$ cat config.mk
export PLATFORM = sky130hd
export DESIGN_NAME = blink_window_drowsiness_alert
export DESIGN_NICKNAME = d
export VERILOG_FILES = /design/src/design/bwda_pkg.sv /design/src/design/bwda_cell.sv /design/src/design/bwda_chain.sv /design/src/design/bwda_outbuf.sv /design/src/design/blink_window_drowsiness_alert.sv
export SDC_FILE = /design/constraint.sdc
export NUM_CORES = 1
export LEC_CHECK = 0
export ABC_AREA = 1
export BUFFER_PORTS_ARGS = -buffer_cell sky130_fd_sc_hd__buf_2
export CAP_MARGIN = 40
export CORE_ASPECT_RATIO = 1.25
export CORE_MARGIN = 5
export CORE_UTILIZATION = 50
export CTS_CLUSTER_DIAMETER = 100
export DETAILED_ROUTE_END_ITERATION = 6
export PLACE_DENSITY = 0.7
export SETUP_SLACK_MARGIN = 0.15
export SLEW_MARGIN = 5
export SYNTH_ARGS = -nofsm -noshare
export SYNTH_HDL_FRONTEND = slang
export SYNTH_HIERARCHICAL = 1
export SYNTH_SLANG_ARGS = --single-unit
$ cat constraint.sdc
create_clock -name clock -period 20.3 [get_ports clock]
set_clock_uncertainty 0.15 [all_clocks]
set_input_delay 1.015 -clock clock [delete_from_list [all_inputs] [get_ports clock]]
set_output_delay 1.015 -clock clock [all_outputs]
set_load 0.02 [all_outputs]
$ cat src/design/bwda_pkg.sv
// Shared types, widths and constants for the blink window drowsiness alert block.
`default_nettype none

package bwda_pkg;

   // Ring capacity, in cells of the shift chain.
   localparam int WINDOW_MAX = 256;

   // Fixed field widths.
   localparam int CLASS_W  = 2;
   localparam int WLEN_W   = 9;
   localparam int THR_W    = 8;
   localparam int LIM_W    = 8;
   localparam int COUNT_W  = 16;
   localparam int CONSEC_W = 10;

   // Derived widths.
   localparam int FILL_W     = $clog2(WINDOW_MAX + 1);
   localparam int LEN_W      = (FILL_W > WLEN_W) ? FILL_W : WLEN_W;
   localparam int TOTAL_BIAS = 180;
   localparam int TOTAL_W    = $clog2(TOTAL_BIAS + WINDOW_MAX + 1);
   localparam int RATIO_SHIFT = 8;
   localparam int PROD_W     = THR_W + TOTAL_W;

   // Stream payload widths, whole bytes.
   localparam int REQ_W = 8;
   localparam int RSP_W = 24;

   // Register reset values.
   localparam logic [WLEN_W-1:0] WINDOW_LENGTH_RESET     = WLEN_W'(180);
   localparam logic [THR_W-1:0]  RATIO_THRESHOLD_RESET   = THR_W'(64);
   localparam logic [LIM_W-1:0]  CONSECUTIVE_LIMIT_RESET = LIM_W'(4);

   typedef logic [CLASS_W-1:0] class_type;

   localparam class_type CLASS_LONG = class_type'(2);

   typedef enum logic [1:0] {
      CSR_WINDOW_LENGTH     = 2'd0,
      CSR_RATIO_THRESHOLD   = 2'd1,
      CSR_CONSECUTIVE_LIMIT = 2'd2
   } csr_index_type;

   // Control shared by every cell of the chain.
   typedef struct packed {
      logic shift;      // a transaction enters the chain this cycle
      logic grow;       // the window is not full, so the tail marker moves along
      logic fill_zero;  // the chain is empty, so the newest cell becomes the tail
   } chain_ctrl_type;

endpackage

`default_nettype wire

$ cat src/design/bwda_cell.sv
// One cell of the blink class chain: a stored class and a tail marker.
`default_nettype none

module bwda_cell import bwda_pkg::*; (
   input  wire            clock,
   input  wire            reset,
   input  chain_ctrl_type ctrl,
   input  class_type      prev_class,
   input  wire            prev_tail,
   output class_type      class_out,
   output logic           tail_out,
   output logic           long_hit
);

   class_type class_ff, class_in;
   logic      tail_ff, tail_in;

   // On a shift the class always moves one cell on. The tail marker moves with
   // it while the window grows and stays put when the oldest entry is dropped.
   always_comb begin
      class_in = class_ff;
      tail_in  = tail_ff;
      if (ctrl.shift) begin
         class_in = prev_class;
         if (ctrl.grow) begin
            tail_in = prev_tail;
         end
      end
   end

   always_ff @(posedge clock) begin
      if (reset) begin
         tail_ff <= 1'b0;
      end else begin
         tail_ff <= tail_in;
      end
   end

   always_ff @(posedge clock) begin
      class_ff <= class_in;
   end

   assign class_out = class_ff;
   assign tail_out  = tail_ff;
   assign long_hit  = tail_ff & (class_ff == CLASS_LONG);

endmodule

`default_nettype wire

$ cat src/design/bwda_chain.sv
// Row of class cells that forms the sliding window, with the oldest-entry lookup.
`default_nettype none

module bwda_chain import bwda_pkg::*; (
   input  wire            clock,
   input  wire            reset,
   input  chain_ctrl_type ctrl,
   input  class_type      head_class,
   output logic           oldest_long,
   output logic           tail_any
);

   class_type               class_link [WINDOW_MAX];
   logic [WINDOW_MAX-1:0]   tail_vec;
   logic [WINDOW_MAX-1:0]   hit_vec;

   for (genvar i = 0; i < WINDOW_MAX; i++) begin : g_cell
      if (i == 0) begin : g_head
         bwda_cell u_cell (
            .clock      (clock),
            .reset      (reset),
            .ctrl       (ctrl),
            .prev_class (head_class),
            .prev_tail  (ctrl.fill_zero),
            .class_out  (class_link[i]),
            .tail_out   (tail_vec[i]),
            .long_hit   (hit_vec[i])
         );
      end else begin : g_body
         bwda_cell u_cell (
            .clock      (clock),
            .reset      (reset),
            .ctrl       (ctrl),
            .prev_class (class_link[i-1]),
            .prev_tail  (tail_vec[i-1]),
            .class_out  (class_link[i]),
            .tail_out   (tail_vec[i]),
            .long_hit   (hit_vec[i])
         );
      end
   end

   // At most one cell carries the tail marker, so an OR picks its class.
   assign oldest_long = |hit_vec;
   assign tail_any    = |tail_vec;

   a_tail_onehot: assert property (@(posedge clock) disable iff (reset)
      $onehot0(tail_vec))
      else $error("more than one cell marked as the window tail");

endmodule

`default_nettype wire

$ cat src/design/bwda_outbuf.sv
// Output register with a skid stage for the result stream.
`default_nettype none

module bwda_outbuf import bwda_pkg::*; (
   input  wire              clock,
   input  wire              reset,
   input  wire              in_valid,
   output logic             in_ready,
   input  wire [RSP_W-1:0]  in_data,
   output logic             out_valid,
   input  wire              out_ready,
   output logic [RSP_W-1:0] out_data
);

   logic             out_valid_ff, out_valid_in;
   logic             skid_valid_ff, skid_valid_in;
   logic [RSP_W-1:0] out_data_ff, out_data_in;
   logic [RSP_W-1:0] skid_data_ff, skid_data_in;
   logic             push;

   assign in_ready = ~skid_valid_ff;
   assign push     = in_valid & in_ready;

   always_comb begin
      out_valid_in  = out_valid_ff;
      skid_valid_in = skid_valid_ff;
      out_data_in   = out_data_ff;
      skid_data_in  = skid_data_ff;
      if (~out_valid_ff | out_ready) begin
         if (skid_valid_ff) begin
            out_valid_in  = 1'b1;
            out_data_in   = skid_data_ff;
            skid_valid_in = 1'b0;
         end else if (push) begin
            out_valid_in = 1'b1;
            out_data_in  = in_data;
         end else begin
            out_valid_in = 1'b0;
         end
      end else if (push) begin
         skid_valid_in = 1'b1;
         skid_data_in  = in_data;
      end
   end

   always_ff @(posedge clock) begin
      if (reset) begin
         out_valid_ff  <= 1'b0;
         skid_valid_ff <= 1'b0;
      end else begin
         out_valid_ff  <= out_valid_in;
         skid_valid_ff <= skid_valid_in;
      end
   end

   always_ff @(posedge clock) begin
      out_data_ff  <= out_data_in;
      skid_data_ff <= skid_data_in;
   end

   assign out_valid = out_valid_ff;
   assign out_data  = out_data_ff;

endmodule

`default_nettype wire

$ cat src/design/blink_window_drowsiness_alert.sv
// Top level of the blink window drowsiness alert block.
`default_nettype none

// Channel   Direction  Transaction
// req_      in         one blink class per frame
// rsp_      out        alert flag and running alert count
// csr_      in         write of one configuration register
//
// One request transaction is taken per cycle while req_tready is high. Its
// result is computed in the cycle it is accepted and registered in the output buffer
// before it reaches rsp_. The window is a chain of WINDOW_MAX cells that shifts
// once per transaction; the oldest-entry lookup and ratio multiply are combinational.
// A two-entry output buffer lets the next request enter while a result waits;
// req_tready drops only when both entries are full.
// Reset is synchronous; the cell classes need no reset because only cells
// inside the filled window are ever looked at.

module blink_window_drowsiness_alert import bwda_pkg::*; (
   input  wire              clock,
   input  wire              reset,
   // Request stream.
   input  wire              req_tvalid,
   output logic             req_tready,
   input  wire [REQ_W-1:0]  req_tdata,   // [1:0] blink_class, rest zero
   // Result stream.
   output logic             rsp_tvalid,
   input  wire              rsp_tready,
   output logic [RSP_W-1:0] rsp_tdata,   // [0] alert, [16:1] alert_count, rest zero
   // Configuration writes.
   input  wire              csr_valid,
   output logic             csr_ready,
   input  wire [1:0]        csr_index,
   input  wire [WLEN_W-1:0] csr_data
);

   // Configuration registers.
   logic [WLEN_W-1:0] window_length_ff, window_length_in;
   logic [THR_W-1:0]  ratio_threshold_ff, ratio_threshold_in;
   logic [LIM_W-1:0]  consecutive_limit_ff, consecutive_limit_in;

   // Window counters.
   logic [FILL_W-1:0]          fill_count_ff, fill_count_in;
   logic [FILL_W-1:0]          long_count_ff, long_count_in;
   logic signed [CONSEC_W-1:0] consec_ff, consec_in;
   logic [COUNT_W-1:0]         alert_total_ff, alert_total_in;

   localparam logic signed [CONSEC_W-1:0] CONSEC_MAX = {1'b0, {(CONSEC_W-1){1'b1}}};
   localparam logic signed [CONSEC_W-1:0] CONSEC_MIN = {1'b1, {(CONSEC_W-1){1'b0}}};

   logic                       accept;
   class_type                  req_class;
   logic                       is_long;
   logic [LEN_W-1:0]           wlen_ext;
   logic [LEN_W-1:0]           eff_len;
   logic                       drop;
   chain_ctrl_type             chain_ctrl;
   logic                       oldest_long;
   logic                       tail_any;
   logic                       expire_long;
   logic [FILL_W:0]            long_sum;
   logic [FILL_W:0]            long_next;
   logic signed [CONSEC_W-1:0] consec_step;
   logic [TOTAL_W-1:0]         total_new;
   logic [PROD_W-1:0]          ratio_lhs;
   logic [PROD_W-1:0]          ratio_rhs;
   logic                       ratio_hit;
   logic                       consec_hit;
   logic [1:0]                 alert_inc;
   logic [COUNT_W:0]           alert_sum;
   logic                       alert_flag;
   logic [RSP_W-1:0]           result_data;

   assign csr_ready = 1'b1;
   assign accept    = req_tvalid & req_tready;
   assign req_class = req_tdata[CLASS_W-1:0];
   assign is_long   = (req_class == CLASS_LONG);

   // Configuration writes; an index outside the register list is ignored.
   always_comb begin
      window_length_in     = window_length_ff;
      ratio_threshold_in   = ratio_threshold_ff;
      consecutive_limit_in = consecutive_limit_ff;
      if (csr_valid) begin
         case (csr_index_type'(csr_index))
            CSR_WINDOW_LENGTH: begin
               window_length_in = csr_data;
            end
            CSR_RATIO_THRESHOLD: begin
               ratio_threshold_in = csr_data[THR_W-1:0];
            end
            CSR_CONSECUTIVE_LIMIT: begin
               consecutive_limit_in = csr_data[LIM_W-1:0];
            end
            default: begin
            end
         endcase
      end
   end

   // A window length of zero acts as one and anything beyond the chain acts as
   // the full chain. The oldest entry leaves once the ring holds that many.
   always_comb begin
      wlen_ext = LEN_W'(window_length_ff);
      if (wlen_ext == '0) begin
         eff_len = LEN_W'(1);
      end else if (wlen_ext > LEN_W'(WINDOW_MAX)) begin
         eff_len = LEN_W'(WINDOW_MAX);
      end else begin
         eff_len = wlen_ext;
      end
   end

   assign drop = (LEN_W'(fill_count_ff) >= eff_len);

   assign chain_ctrl.shift     = accept;
   assign chain_ctrl.grow      = ~drop;
   assign chain_ctrl.fill_zero = (fill_count_ff == '0);

   bwda_chain u_chain (
      .clock       (clock),
      .reset       (reset),
      .ctrl        (chain_ctrl),
      .head_class  (req_class),
      .oldest_long (oldest_long),
      .tail_any    (tail_any)
   );

   assign expire_long = drop & oldest_long;

   // Long count: the new class enters, then an expiring long blink leaves.
   always_comb begin
      long_sum = {1'b0, long_count_ff} + (FILL_W+1)'(is_long);
      if (expire_long && (long_sum != '0)) begin
         long_next = long_sum - (FILL_W+1)'(1);
      end else begin
         long_next = long_sum;
      end
      long_count_in = long_next[FILL_W-1:0];
   end

   assign fill_count_in = drop ? fill_count_ff : fill_count_ff + FILL_W'(1);

   // Consecutive count: a long blink counts up, anything else clears it. An
   // expiring long blink then counts it down. Both ends saturate.
   always_comb begin
      if (is_long) begin
         if (consec_ff == CONSEC_MAX) begin
            consec_step = CONSEC_MAX;
         end else begin
            consec_step = consec_ff + CONSEC_W'(1);
         end
      end else begin
         consec_step = '0;
      end
      if (expire_long && (consec_step != CONSEC_MIN)) begin
         consec_in = consec_step - CONSEC_W'(1);
      end else begin
         consec_in = consec_step;
      end
   end

   // The total is the fill plus the fixed bias, so it follows the fill count.
   assign total_new = TOTAL_W'(TOTAL_BIAS) + TOTAL_W'(fill_count_in);

   assign ratio_lhs = PROD_W'({long_count_in, {RATIO_SHIFT{1'b0}}});
   assign ratio_rhs = PROD_W'(ratio_threshold_ff) * PROD_W'(total_new);
   assign ratio_hit = (ratio_lhs > ratio_rhs);

   assign consec_hit = (consec_in >= $signed({{(CONSEC_W-LIM_W){1'b0}},
                                              consecutive_limit_ff}));

   // Each condition that holds bumps the saturating alert count.
   always_comb begin
      alert_inc = {1'b0, ratio_hit} + {1'b0, consec_hit};
      alert_sum = {1'b0, alert_total_ff} + (COUNT_W+1)'(alert_inc);
      if (alert_sum[COUNT_W]) begin
         alert_total_in = {COUNT_W{1'b1}};
      end else begin
         alert_total_in = alert_sum[COUNT_W-1:0];
      end
   end

   assign alert_flag  = ratio_hit | consec_hit;
   assign result_data = {{(RSP_W-COUNT_W-1){1'b0}}, alert_total_in, alert_flag};

   always_ff @(posedge clock) begin
      if (reset) begin
         window_length_ff     <= WINDOW_LENGTH_RESET;
         ratio_threshold_ff   <= RATIO_THRESHOLD_RESET;
         consecutive_limit_ff <= CONSECUTIVE_LIMIT_RESET;
         fill_count_ff        <= '0;
         long_count_ff        <= '0;
         consec_ff            <= '0;
         alert_total_ff       <= '0;
      end else begin
         window_length_ff     <= window_length_in;
         ratio_threshold_ff   <= ratio_threshold_in;
         consecutive_limit_ff <= consecutive_limit_in;
         if (accept) begin
            fill_count_ff  <= fill_count_in;
            long_count_ff  <= long_count_in;
            consec_ff      <= consec_in;
            alert_total_ff <= alert_total_in;
         end
      end
   end

   bwda_outbuf u_outbuf (
      .clock     (clock),
      .reset     (reset),
      .in_valid  (req_tvalid),
      .in_ready  (req_tready),
      .in_data   (result_data),
      .out_valid (rsp_tvalid),
      .out_ready (rsp_tready),
      .out_data  (rsp_tdata)
   );

   // The ring never holds more entries than the chain has cells.
   a_fill_bound: assert property (@(posedge clock) disable iff (reset)
      fill_count_ff <= FILL_W'(WINDOW_MAX))
      else $error("fill count beyond the chain length");

   // Long blinks in the window never outnumber the entries.
   a_long_bound: assert property (@(posedge clock) disable iff (reset)
      long_count_ff <= fill_count_ff)
      else $error("long count exceeds the window fill");

   // The chain has a tail marker exactly when the window holds entries.
   a_tail_fill: assert property (@(posedge clock) disable iff (reset)
      tail_any == (fill_count_ff != '0))
      else $error("tail marker disagrees with the fill count");

   // The alert count never falls across a transaction.
   a_alert_mono: assert property (@(posedge clock) disable iff (reset)
      accept |=> alert_total_ff >= $past(alert_total_ff))
      else $error("alert count decreased");

endmodule

`default_nettype wire
**Word level (Yosys, flattened, before mapping)**

Index checks and enable logic that the tools add are counted.

- Add/subtract/negate cells: 8
- Multiply operators: 1
- $lt $le $gt $ge: 4
- Equality and inequality tests: 261
- Muxes and demuxes: 12
- Bitwise logic cells: 264
- Reduce and logical (&&, ||, !) cells: 15

Operators with widths:

| cell | number |
|---|---|
| == test 2 bit, second input constant | 258 |
| AND 1 bit | 258 |
| OR reduction 256 bit | 1 |
| 2-to-1 mux 9 bit | 4 |
| 2-to-1 mux 17 bit | 2 |
| 2-to-1 mux 10 bit | 3 |
| zero test 9 bit | 2 |
| adder 16 x 2 -> 17 bit | 1 |
| > comparator 17 bit | 1 |
| multiplier 8 x 9 -> 17 bit | 1 |
| 2-to-1 mux 16 bit | 1 |
| AND reduction 2 bit | 6 |
| adder 10 x 2 -> 10 bit, second input constant | 1 |
| adder 9 x 1 -> 10 bit | 1 |
| == test 10 bit, second input constant | 1 |
| greater-or-equal comparator 10 x 9 -> 1 bit | 1 |
| inequality test 10 bit, second input constant | 1 |
| nonzero test 10 bit | 1 |
| subtractor 10 x 2 -> 10 bit, second input constant | 1 |
| adder 8 x 9 -> 9 bit, first input constant | 1 |
| adder 9 x 1 -> 9 bit, second input constant | 1 |
| greater-or-equal comparator 9 bit | 1 |
| > comparator 9 bit, second input constant | 1 |
| subtractor 9 x 1 -> 9 bit, second input constant | 1 |
| 9 further kinds | 15 |

- Register bits: 873
- Input port bits: 24
- Output and inout port bits: 27
- Word-level logic and storage cells: 1088

**Depth between registers and ports, before layout**

Gate-level depths: netlist of run 1.

- Word-level depth: 13
- Gate-level depth with buffers: 60

**Cells and area by module**

Netlist of run 1, hierarchy kept.

By module, submodules not included:

| module | times used | cells each | area each (µm²) | seq. area each (µm²) |
|---|---|---|---|---|
| bwda_cell | 256 | 12 | 113.9 | 80.1 |
| blink_window_drowsiness_alert | 1 | 1111 | 7704.9 | 1381.3 |
| bwda_chain | 1 | 510 | 1914.3 | 0.0 |
| bwda_outbuf | 1 | 138 | 1851.8 | 1481.4 |

**Worst setup path after synthesis of run 1**

OpenSTA, ideal clock, no wires.

- Path type: input -> register
- From: input port req_tvalid
- To: register fill_count_ff[5]
- Setup time: 0.865 ns
- Data arrival time: 20.684 ns
- Path slack: -1.399 ns
- Stages on the path: 4
- Buffers on the path: 1
- Cells stage by stage: nand2_1 > clkinv_1 > clkbuf_1 > a21oi_1

- Word-level cells in the longest chain between the ends: 1

Ends and longest elaborated chain:

| item | RTL line | text |
|---|---|---|
| start: declaration | blink_window_drowsiness_alert.sv:22 | `input wire req_tvalid,` |
| AND 1 bit | blink_window_drowsiness_alert.sv:74 | `assign accept = req_tvalid & req_tready;` |
| net accept | blink_window_drowsiness_alert.sv:50 | `logic accept;` |
| end signal: assignment | blink_window_drowsiness_alert.sv:200 | `fill_count_ff <= fill_count_in;` |
| end: declaration | blink_window_drowsiness_alert.sv:42 | `logic [FILL_W-1:0] fill_count_ff, fill_count_in;` |

The timed path passes the listed nets, and every way through them passes these cells.
A chain may end at the register's enable or synchronous reset.

**Worst setup path in the final report of run 1**

- From: register window_length_ff[4]
- To: register u_outbuf.out_data_ff[2] (netlist: u_outbuf/out_data[2]), data pin

- Word-level cells in the longest chain between the ends: 13
- Elaborated cells between the ends (all ways): 20
- Those cells by class: add/sub: 3; mul: 1; order compare: 4; mux: 8; bitwise: 1; reduce/logical: 3

Ends and longest elaborated chain:

| item | RTL line | text |
|---|---|---|
| start: declaration | blink_window_drowsiness_alert.sv:37 | `logic [WLEN_W-1:0] window_length_ff, window_length_in;` |
| start signal: assignment | blink_window_drowsiness_alert.sv:196 | `window_length_ff <= window_length_in;` |
| > comparator 9 bit | blink_window_drowsiness_alert.sv:106 | `end else if (wlen_ext > LEN_W'(WINDOW_MAX)) begin` |
| 2-to-1 mux 9 bit | blink_window_drowsiness_alert.sv:106 |  |
| 2-to-1 mux 9 bit * | blink_window_drowsiness_alert.sv:104 | `if (wlen_ext == '0) begin` |
| greater-or-equal comparator 9 bit * | blink_window_drowsiness_alert.sv:113 | `assign drop = (LEN_W'(fill_count_ff) >= eff_len);` |
| 2-to-1 mux 9 bit * | blink_window_drowsiness_alert.sv:141 | `assign fill_count_in = drop ? fill_count_ff : fill_count_ff + FILL_W'(1);` |
| net fill_count_in[3] | blink_window_drowsiness_alert.sv:42 |  |
| adder 8 x 9 -> 9 bit * | blink_window_drowsiness_alert.sv:163 | `assign total_new = TOTAL_W'(TOTAL_BIAS) + TOTAL_W'(fill_count_in);` |
| multiplier 8 x 9 -> 17 bit * | blink_window_drowsiness_alert.sv:166 | `assign ratio_rhs = PROD_W'(ratio_threshold_ff) * PROD_W'(total_new);` |
| > comparator 17 bit * | blink_window_drowsiness_alert.sv:167 | `assign ratio_hit = (ratio_lhs > ratio_rhs);` |
| adder 1 x 1 -> 2 bit * | blink_window_drowsiness_alert.sv:174 | `alert_inc = {1'b0, ratio_hit} + {1'b0, consec_hit};` |
| adder 16 x 2 -> 17 bit * | blink_window_drowsiness_alert.sv:175 | `alert_sum = {1'b0, alert_total_ff} + (COUNT_W+1)'(alert_inc);` |
| 2-to-1 mux 16 bit * | blink_window_drowsiness_alert.sv:176 | `if (alert_sum[COUNT_W]) begin` |
| net alert_total_in[1] | blink_window_drowsiness_alert.sv:45 | `logic [COUNT_W-1:0] alert_total_ff, alert_total_in;` |
| 2-to-1 mux 17 bit * | bwda_outbuf.sv:34 | `end else if (push) begin` |
| 2-to-1 mux 17 bit * | bwda_outbuf.sv:30 | `if (skid_valid_ff) begin` |
| end signal: assignment | bwda_outbuf.sv:57 | `out_data_ff <= out_data_in;` |
| end: declaration | bwda_outbuf.sv:17 | `logic [RSP_W-1:0] out_data_ff, out_data_in;` |

The timed path passes the listed nets; every way through them passes the cells marked *. The select of a mux whose other input is x is not followed.

==> results of run 1 <==
## worst max-delay path: cells and delay by family, from the launching register on
family                     cells  cell delay [ns]
buffers and inverters         10             1.35
and+or+nand+nor               22             3.10
adders and majority gates     10             3.85
AOI/OAI and AO/OA              6             0.96
xor gates and xnor gates       2             0.75
DFF                            1             0.32
## sequential cells by signal (all words and copies together), names as in the netlist
register and cells:
long_count_ff 9, u_chain/g_cell.g_body.u_cell/tail_out 255, fill_count_ff 9, consecutive_limit_ff 8
u_outbuf/skid_valid_ff 1, u_outbuf/out_valid 1, consec_ff 10, window_length_ff 9
u_outbuf/out_data 24, u_outbuf/skid_data_ff 24, u_chain/g_cell.g_body.u_cell/class_out 510, alert_total_ff 16
u_chain/g_cell.g_head.u_cell/class_out 2, u_chain/g_cell.g_head.u_cell/tail_out 1, ratio_threshold_ff 8
## cell type report
type	count	area (um^2)	share of cell area
Clock inverter	46	598	0.0135
Inverter	724	2750	0.0618
Multi-Input combinational cell	2949	13500	0.303
Clock buffer	116	2420	0.0544
Sequential cell	887	23400	0.526
Tap cell	1053	1320	0.0297
Timing Repair Buffer	66	523	0.0118
## worst max-delay path by stage
stage                            endpoint  slack [ns]                start  depth (start not counted)
CTS                  u_outbuf/out_data[1]        9.40  window_length_ff[4]                         50
global route        u_outbuf/out_data[16]        8.52  window_length_ff[0]                         54
floorplan           u_outbuf/out_data[16]        7.81  window_length_ff[0]                         54
finish               u_outbuf/out_data[2]        9.57  window_length_ff[4]                         50
detailed placement   u_outbuf/out_data[1]        9.41  window_length_ff[4]                         50
global placement     u_outbuf/out_data[2]        9.51  window_length_ff[4]                         50
## through the flow
step	std cells	setup WS (ns)
detailed placement	5679	9.41
global placement	5672	9.51
global route	5841	8.52
finish	5841	9.57
CTS	5841	9.40
floorplan	4589	7.81
## power by group
part / leakage [nW] / switching (mW) / internal, mW / total [mW]
Combinational: 11.2 / 0.474 / 0.250 / 0.724
Sequential: 6.90 / 0.0697 / 2.02 / 2.09
Clock: 1.48 / 0.694 / 0.997 / 1.69
## metal layers
metal	GRT usage	wire, um	vias to the layer above
met5	0	0	-
met4	0.0531	1630	0
met3	0.0235	2410	108
met2	0.295	35400	357
met1	0.218	32400	12700
li1	-	-	14400
==> metrics.txt, run 1 <==
WL per Instance=roughly 12 um; core box area=about 0.08 mm^2; Max-slew headroom=0.346; Initial DRC Count=approximately 1700; cts bufs inserted=86; cts-stage hold buffer count=0; final max-slew violation count=0; later-pin clock latency in the skew report=~0.65 ns; Most common cell on crit path=nand2_1; commonest cells after routing, fill and taps aside=nand2_1, nor2_1, inv_1; Post-DP HPWL=between 40 and 50 mm; min Tclk post-route=~11 ns; Reg2Reg Capture Point=u_outbuf/out_data[2]; Pwr Density=roughly 100 mW/mm^2; postcts setup bufs=0; Worst EP arrival=between 10 and 15 ns; status=complete, no violations; leakage power=approximately 20 nW; Die Area=approximately 0.085 mm^2; ANT cells=0; Cells after Synth=approximately 4600; CP required=20.55 ns; number of port buffers=43; first-pass GRT wire length=between 100 and 150 mm; row count=approximately 120; Setup-failing EPs final=0; CP Launch Type=flip-flop; max cap viols=0; setup repair after global routing missed its margin=false; Avg Vias per Cell=roughly 4.7; Vias=roughly 28000; Die Ht=325 um; Initial Util=0.504; Design Power=4.50 mW; layout cells sized above 1=0.0643; R2R cell count=50; reg2reg setup slack=~9.6 ns; Area after DPL=slightly above 0.04 mm^2; Critical-path top delay cell=inv_8; Detailed Routing Iterations Pass 1=5; Sink Count=887; Die Wd=between 200 and 300 um; Max VDD drop=roughly 0.076 mV; Worst Setup End Kind=flip-flop; Post-DRT Antenna Nets=0; IO Pins=between 50 and 60; total gr overflow=0; initial antenna violation count=0; class of the worst hold path=reg -> reg; Final Cell Area=between 0.04 and 0.05 mm^2; Peak Freq=between 0.09 and 0.1 GHz; drc violations=0; largest net degree at the start of global routing=145; Hold EP=u_chain/g_cell[116].g_body.u_cell/class_out[1]; Crit Path Max Fanout=127; most common cell after layout, fill and taps aside=nand2_1; fill count=approximately 7000; vias in the first global route=between 20000 and 30000; yosys warns=6; Area Overhead vs Synth=12.0%; hold_sp=u_chain/g_cell[115].g_body.u_cell/class_out[1]; cts repair resizes=0; Max Buffers Root-to-Sink=3; Slew @ Worst Pin=between 0.9 and 1 ns; final hold vios=0; post-layout net count=slightly below 5000; root buf cell=clkbuf_16; Fin Setup TNS=0 ns; Final GP Congestion=0.829; Fin Hold WS=0.286 ns; Hold Path Depth=0; CTS tree=built; final wirelength=approximately 72 mm; period utilization=0.529; H-tree Lvls=3; post-synthesis cell area=a little under 0.04 mm^2; final core occ=0.564; Avg Inst Size Synth=between 8 and 9 um^2; Max stage delay on crit path=0.69 ns; Overall Global Routing Usage=0.169; critical path class=reg -> reg; Clock transition at path regs=about 0.070 ns; reg2reg start=window_length_ff[4]
(Power assumes the default switching activity.)
==> inputs of run 2 (changes only) <==
==> constraint.sdc (replaced) <==
create_clock -name clock -period 9.61 [get_ports clock]
set_clock_uncertainty 0.15 [all_clocks]
set_input_delay 0.4805 -clock clock [delete_from_list [all_inputs] [get_ports clock]]
set_output_delay 0.4805 -clock clock [all_outputs]
set_load 0.02 [all_outputs]
==> run 2 against run 1 <==
Against the previous run:
- first-iteration DRC count is 6.7% lower
- utilization is 0.46 points higher
- register-to-register slack worse by 8.8 ns
- via count is 0.11% lower
- count of clock-buffer cells in the layout is 5 higher
- final cell count is 0.45% higher
- sequential power is 110% higher
- maximum frequency is 22% higher
- worst hold slack worse by 0.20 ns
- sequential share of layout area is 0.42 points lower
- combinational power is 130% higher
- critical endpoint is now u_outbuf/out_data[14]
- largest cell class unchanged
- highest routed layer unchanged
==> metrics.txt, run 2 (same netlist as run 1, synthesis figures left out) <==
CP required=about 10 ns; Sink Count=approximately 900; Crit Path Max Fanout=7; Most common cell on crit path=nand2_1; Area Overhead vs Synth=12.9%; number of port buffers=43; Avg Vias per Cell=roughly 4.7; largest net degree at the start of global routing=roughly 230; vias in the first global route=around 27000; WL per Instance=12.3 um; global route hottest layer=met2; Slew @ Worst Pin=roughly 1.2 ns; met2 Usage GRT=0.293; clock network fraction of design power=0.359; Max Buffers Root-to-Sink=3; class of the worst hold path=in -> reg; Logic pwr share=0.175; total gr overflow=0; Detailed Routing Iterations Pass 1=7; row count=115; drc violations=0; met1 usage=0.216; final max-slew violation count=0; final wirelength=72.2 mm; CTS tree=built; later-pin clock latency in the skew report=about 0.62 ns; Vias=around 28000; max cap viols=0; Post-DP HPWL=44.9 mm; ANT cells=0; Max-slew headroom=0.177; sequential power share=0.466; core box area=a little under 0.08 mm^2; Initial Util=0.504; cts bufs inserted=87; most common cell after layout, fill and taps aside=nand2_1; setup repair after global routing missed its margin=false; IO Pins=51; CP Launch Type=flip-flop; sw power=2.61 mW; Design Power=approximately 9.5 mW; routing usage on met3=0.0248; Die Wd=~260 um; Pwr Density=roughly 210 mW/mm^2; Critical-path top delay cell=fa_1; Max VDD drop=between 0.15 and 0.2 mV; Initial DRC Count=1619; leakage power=19.6 nW; period utilization=0.917; Overall Global Routing Usage=0.168; sw frac=0.276; Worst Setup End Kind=flip-flop; post-layout net count=just under 5000; H-tree Lvls=3; root buf cell=clkbuf_16; commonest cells after routing, fill and taps aside=nand2_1, nor2_1, inv_1; Max stage delay on crit path=around 0.5 ns; Setup-failing EPs final=0; Post-DRT Antenna Nets=0; first-pass GRT wire length=~120 mm; max FFs per register=510; Worst EP arrival=between 9 and 10 ns; min Tclk post-route=between 8 and 9 ns; final hold vios=0; Peak Freq=0.114 GHz; layout cells sized above 1=0.0762; Clock transition at path regs=0.06 ns; final core occ=0.569; status=complete, no violations; Die Ht=between 300 and 400 um; internal power=6.86 mW; Final GP Congestion=0.811; critical path class=reg -> reg; Fin Setup TNS=0 ns; Die Area=roughly 0.085 mm^2; initial antenna violation count=0
[run 2: final timing paths]
| path | start | endpoint | slack [ns] | cells past startpoint |
|---|---|---|---|---|
| worst max register to register | window_length_ff[4] | u_outbuf/out_data[14] | 0.80 | 56 |
| worst min-delay path | csr_valid | consecutive_limit_ff[2] | 0.09 | 3 |
| worst max-delay path | window_length_ff[4] | u_outbuf/out_data[14] | 0.80 | 56 |
| worst min register to register | u_chain/g_cell[238].g_body.u_cell/class_out[0] | u_chain/g_cell[239].g_body.u_cell/class_out[0] | 0.29 | 0 |
[run 2: worst max-delay path: cells and delay by family (launching register included)]
family          cells  cell delay, ns
buf+inv             8            0.57
flops               1            0.33
simple gates       33            3.34
compound gates      4            0.49
xor+xnor            1            0.18
fa+ha+maj          10            3.49
[run 2: layout make-up]
type	instances	area, um^2
clock buffer	121	2440
tap	1053	1320
inverter	724	2750
fill	6834	33900
clock inverter	38	413
timing repair buffer	95	764
multi-input combinational	2949	13700
sequential	887	23400
[run 2: power by group through the flow]
| stage | clock network (mW) | logic [mW] | registers, mW |
|---|---|---|---|
| CTS | 3.50 | 1.64 | 4.41 |
| floorplan | 0 | 1.30 | 4.49 |
| detailed placement | 0 | 1.62 | 4.49 |
| finish | 3.40 | 1.66 | 4.41 |
| global route | 3.65 | 1.93 | 4.44 |
| global placement | 0 | 1.56 | 4.49 |
[run 2: stage by stage]
step           hold WS, ns  cells  worst slack [ns]  cell area, um^2
2_1_floorplan        0.277   4589             -1.27            39900
3_3_place_gp         0.279   5678             0.455            41500
3_5_place_dp         0.282   5682             0.294            41600
4_1_cts             0.0437   5855             0.250            44600
5_1_grt             0.0886   5867             0.176            44800
6_report            0.0875   5867             0.800            44800
[run 2: per-layer routing]
metal	part of all wire	vias to the layer above	wire length, um
met2	0.49	332	35600
met3	0.031	125	2200
met1	0.45	12600	32400
met4	0.028	0	2000
met5	0	-	0
li1	-	14400	-
[run 2: repair_timing]
| action | 4_1_cts | 5_1_grt |
|---|---|---|
| resized for setup | 0 | 23 |
| buffers inserted | 0 | 12 |
| endpoints found under the setup margin | 0 | 48 |
| endpoints found under the hold margin | 13 | 0 |
| hold buffers | 14 | 0 |
